===== src/design/abrff_ram.sv =====
// generic single-clock ram, one write port and one registered read port
// no dependencies

module abrff_ram #(
   parameter int WIDTH = 8,
   parameter int DEPTH = 256
) (
   input  logic                     clock,
   input  logic                     wen,
   input  logic [$clog2(DEPTH)-1:0] waddr,
   input  logic [WIDTH-1:0]         wdata,
   input  logic [$clog2(DEPTH)-1:0] raddr,
   output logic [WIDTH-1:0]         rdata
);

   logic [WIDTH-1:0] mem_ff [DEPTH];
   logic [WIDTH-1:0] rdata_ff;

   always_ff @(posedge clock) begin
      if (wen) begin
         mem_ff[waddr] <= wdata;
      end
      rdata_ff <= mem_ff[raddr];
   end

   assign rdata = rdata_ff;

endmodule


===== config.mk =====
export PLATFORM = sky130hd
export DESIGN_NAME = abrff_ram
export DESIGN_NICKNAME = d
export VERILOG_FILES = /design/src/design/abrff_ram.sv
export SDC_FILE = /design/constraint.sdc
export NUM_CORES = 2
export LEC_CHECK = 0
export ABC_AREA = 1
export BUFFER_PORTS_ARGS = -buffer_cell sky130_fd_sc_hd__buf_2
export CORE_AREA = 2 2 457 414
export CTS_CLUSTER_SIZE = 20
export DETAILED_ROUTE_END_ITERATION = 10
export DIE_AREA = 0 0 459 416
export GPL_TIMING_DRIVEN = 1
export PLACE_DENSITY = 0.67
export SLEW_MARGIN = 10
export SYNTH_ARGS = -nofsm -noshare
export SYNTH_HDL_FRONTEND = slang
export SYNTH_SLANG_ARGS = --single-unit

===== constraint.sdc =====
create_clock -name clock -period 2.5 [get_ports clock]
set_input_delay 0.5 -clock clock [delete_from_list [all_inputs] [get_ports clock]]
set_output_delay 0.5 -clock clock [all_outputs]
set_load 0.005 [all_outputs]

[After elaboration in Yosys (flattened, before gate mapping)]
Memories as Yosys holds them, arrays and structs flattened. A register that Yosys moved wholly into a read port is not among the register bits.
Index checks and enable logic that the tools add are counted.
Word-level totals
  bits in writable memories: 2048
  memories: 1
  register bits after elaboration: 0
  logic and storage cells: 3
  output and inout bits: 8
  input port bits: 26
Memories
  mem_ff: depth 256, width 8, rd ports 1, clocked after memory_dff 1, wr ports 1, line 16  | logic [WIDTH-1:0] mem_ff [DEPTH];
Operators by class
  muxes and demuxes: 2
Operators by type and width (count)
  $mux 1: 2

[Logic depth before layout (Yosys ltp)]
  depth after elaboration: 2
  mapped depth: 15
  mapped depth without buffers: 11

[Worst setup path after synthesis]
OpenSTA, ideal clock, no wires.
  path type: input to register
  from: input port wen
  to: memory mem_ff[162][0] (enable)
  setup slack: 509 ps
  required time: 2130 ps
  arrival: 1621 ps
  stages on the path: 4
  setup time: 370 ps
  buffers on the path: 2
  cell sequence: clkbuf_1 -> nand3_1 -> clkbuf_1 -> nor2_1
Between the ends
  longest elaborated chain between the ends: 2
RTL lines
  start: declaration: line 9  | input logic wen,
  $mux 1: line 20  | if (wen) begin
  $mux 1 (not written as such): line 21  | mem_ff[waddr] <= wdata;
  end: declaration: line 16
Every way passes these cells.

[Worst setup path after layout]
  from: register rdata_ff[7], in the netlist rdata[7] (read register of mem_ff)
  to: output port rdata[7]
RTL lines
  start: declaration: line 17  | logic [WIDTH-1:0] rdata_ff;
  end: declaration: line 13  | output logic [WIDTH-1:0] rdata
No word-level cell between the ends.

==> impl_metrics.yaml <==
status:
  outcome: "complete, no violations"
clocking:
  cts_tree: "done"
  cts_buffer_depth: 3
  htree_levels: 4
  worstSkewPairLatency_ns: 0.85
  clockRootBuffer: "clkbuf_16"
  clk_pin_slew_ns: 0.06
  numCtsBuffers: 197
  cts-hold-fix-buffers: 1
  cts_resized: 0
  cts_setup_buffers: 0
  cts.sink_count: 2056
power_and_ir_drop:
  power_density_nw_per_um2: 742
  power_switching_mw: 16.5
  finalPower_mw: 71.6
  peakVddDrop_mv: 0.748
  power.leakage_nw: 34.3
  p_int_mw: 55.1
  pwr-share-clk_pct: 40.2
  power.share.switching_pct: 23.0
  p_comb_share_pct: 6.7
  sequentialPowerShare_pct: 53.1
synth:
  synth_compound_area_share_pct: 0
  synth_fa_ha_area_share_pct: 0
  yosysSeqAreaShare_pct: 73.9
  yosys.cell_types.count: 14
  ys_ff_latch: 2056
  synth_top_family_by_area: "simple AND/OR/NAND/NOR gates"
  synth_nets: 7029
  avgSynthCellArea_um2: 11.9
  synth_xor_area_share_pct: 0
  synthSimpleGateAreaFrac_pct: 22.9
  synthMuxAreaShare_pct: 0
  synth.cell_area_um2: 83400
  yosys_warnings: 0
  synthCells: 7003
setup_path:
  path_class: "reg2out"
  crit_start: "rdata[7]$_DFF_P_"
  r2r_cells: 10
  cp_max_fo: 1
  critical_path.max_stage_delay_ns: 0.58
  path_buf_inv: 1
  cp.arrival_ns: 1.65
  slowest_stage: "dfxtp_1"
  cp_cell_sequence: "buf_2"
  r2r_slack_ns: 0.45
  reg2reg_to: "rdata[3]$_DFF_P_"
  critical_path_required_ns: 2.00
  worst_setup_path_end_kind: "output pin"
  r2r_start: "mem_ff[33][3]$_DFFE_PP_"
  path_depth: 1
  startpoint_type: "register"
  cp-endpoint: "rdata[7]"
  crit_family: "flip-flops"
run:
  maxCapViolations: 0
finish:
  syn_to_final_growth_pct: 15.7
  fill_cells: 15593
  fin_nets: 7374
  fin_cells: 9969
  final_cell_mix: "2123 x nand2_1, 2048 x edfxtp_1, 2019 x nand3_1"
  drive_gt1_share_pct: 12.0
  final_area_um2: 96500
  layout_commonest_cell: "nand2_1"
sta:
  final.period_utilization_pct: 85.9
  slew_violations: 0
  fin_crit_ns: 2.15
  max_slew.worst_pin.slew_ns: 0.653
  rsz0062_at_grt: "false"
  skew_ns: 0.0582
  finalSetupViolCount: 0
  fmax_mhz: 466
  slew_headroom_pct: 56.5
  worst_slack_ns: 0.352
  final_hold_viol_count: 0
drt:
  ant_nets: 0
  post-route-drc-count: 0
  firstDrtPassIters: 5
  vias: 56482
  wl_per_cell_um: 23.3
  routed_wl_um: 233000
  viasPerCell: 5.67
  drtIter0Drc: 8146
placed_design:
  place_area_um2: 90300
  gp_congestion: 0.899
  dp_cells: 9596
  place_ws_ns: -0.403
  dp.final_hpwl_um: 144000
  io_buffers: 33
grt:
  antenna_found_initial: 12
  grt_max_degree: 103
  grt_first_pass_wirelength_um: 347000
  grt-ovfl-total: 0
  track_usage_pct: 24.1
  grt_pass1_vias: 54193
floorplan:
  fp.dieArea_um2: 191000
  rows: 151
  die_h_um: 416
  die_w_um: 459
  ios: 34
  initial_utilization_pct: 44.7
  core_area_um2: 187000
min_path:
  hold_path_class: "in2reg"
==> stage by stage <==
step                utilization (%)  TNS, ns  hold WS, ns
global route                   51.7        0       0.0448
global placement               48.4    -1.96        0.872
floorplan                         -        0        0.599
finish                         51.7        0       0.0610
CTS                            51.7        0       0.0317
detailed placement             48.4    -1.99        0.875
==> cell type report <==
class	instances	area, um^2	share of cell area (%)
timing repair buffer	629	6280	6.51
sequential	2056	61700	63.9
clock inverter	106	958	0.993
tap	2448	3060	3.17
inverter	39	180	0.187
clock buffer	258	5230	5.42
multi-input combinational	4425	19100	19.8
antenna	8	20.0	0.0207
==> layer usage <==
| layer | wire (um) | GRT usage (%) | vias to the layer above |
|---|---|---|---|
| met3 | 23000 | 4.79 | 452 |
| met4 | 9090 | 9.09 | 0 |
| met5 | 0 | 0 | - |
| li1 | - | - | 25554 |
| met1 | 92900 | 33.7 | 27617 |
| met2 | 108000 | 37.5 | 2859 |
==> sequential cells by signal (all words and copies together), names as in the netlist <==
name    cells
mem_ff   2048
rdata       8
==> Yosys cell counts <==
library cell,n,area (um^2)
nand2_1,2123,7970
edfxtp_1,2048,61500
nand3_1,2019,10100
nor2_1,283,1060
buf_2,268,1340
clkbuf_1,112,420
buf_4,46,345
buf_1,40,150
inv_1,36,135
buf_6,16,180
dfxtp_1,8,160
inv_2,2,7.51
buf_8,1,15.0
inv_4,1,6.26
==> logic make-up (layout without fill, tap and decap cells) <==
kind of cell,count (synthesis),after routing
flops,2056,2056
buf+inv,522,1032
other cells,0,8
simple gates,4425,4425
==> how the worst min path moves through the flow <==
stage / end / startpoint / slack [ns] / depth (start not counted)
final: mem_ff[100][4]$_DFFE_PP_ / wdata[4] / 0.06 / 1
after global routing: mem_ff[100][4]$_DFFE_PP_ / wdata[4] / 0.04 / 1
after CTS: mem_ff[100][4]$_DFFE_PP_ / wdata[4] / 0.03 / 1
after detailed placement: mem_ff[102][5]$_DFFE_PP_ / wdata[5] / 0.88 / 1
after global placement: mem_ff[102][5]$_DFFE_PP_ / wdata[5] / 0.87 / 1
after floorplan: mem_ff[0][0]$_DFFE_PP_ / wdata[0] / 0.60 / 0
==> power groups by stage <==
stage | sequential, mW | combinational (mW) | clock, mW
floorplan | 38.8 | 2.34 | 0
global placement | 38.8 | 4.69 | 0
detailed placement | 38.8 | 4.75 | 0
CTS | 38.0 | 4.77 | 29.1
global route | 38.0 | 5.17 | 30.4
finish | 38.0 | 4.82 | 28.8
Note: power is estimated with default switching activity, not from simulation.
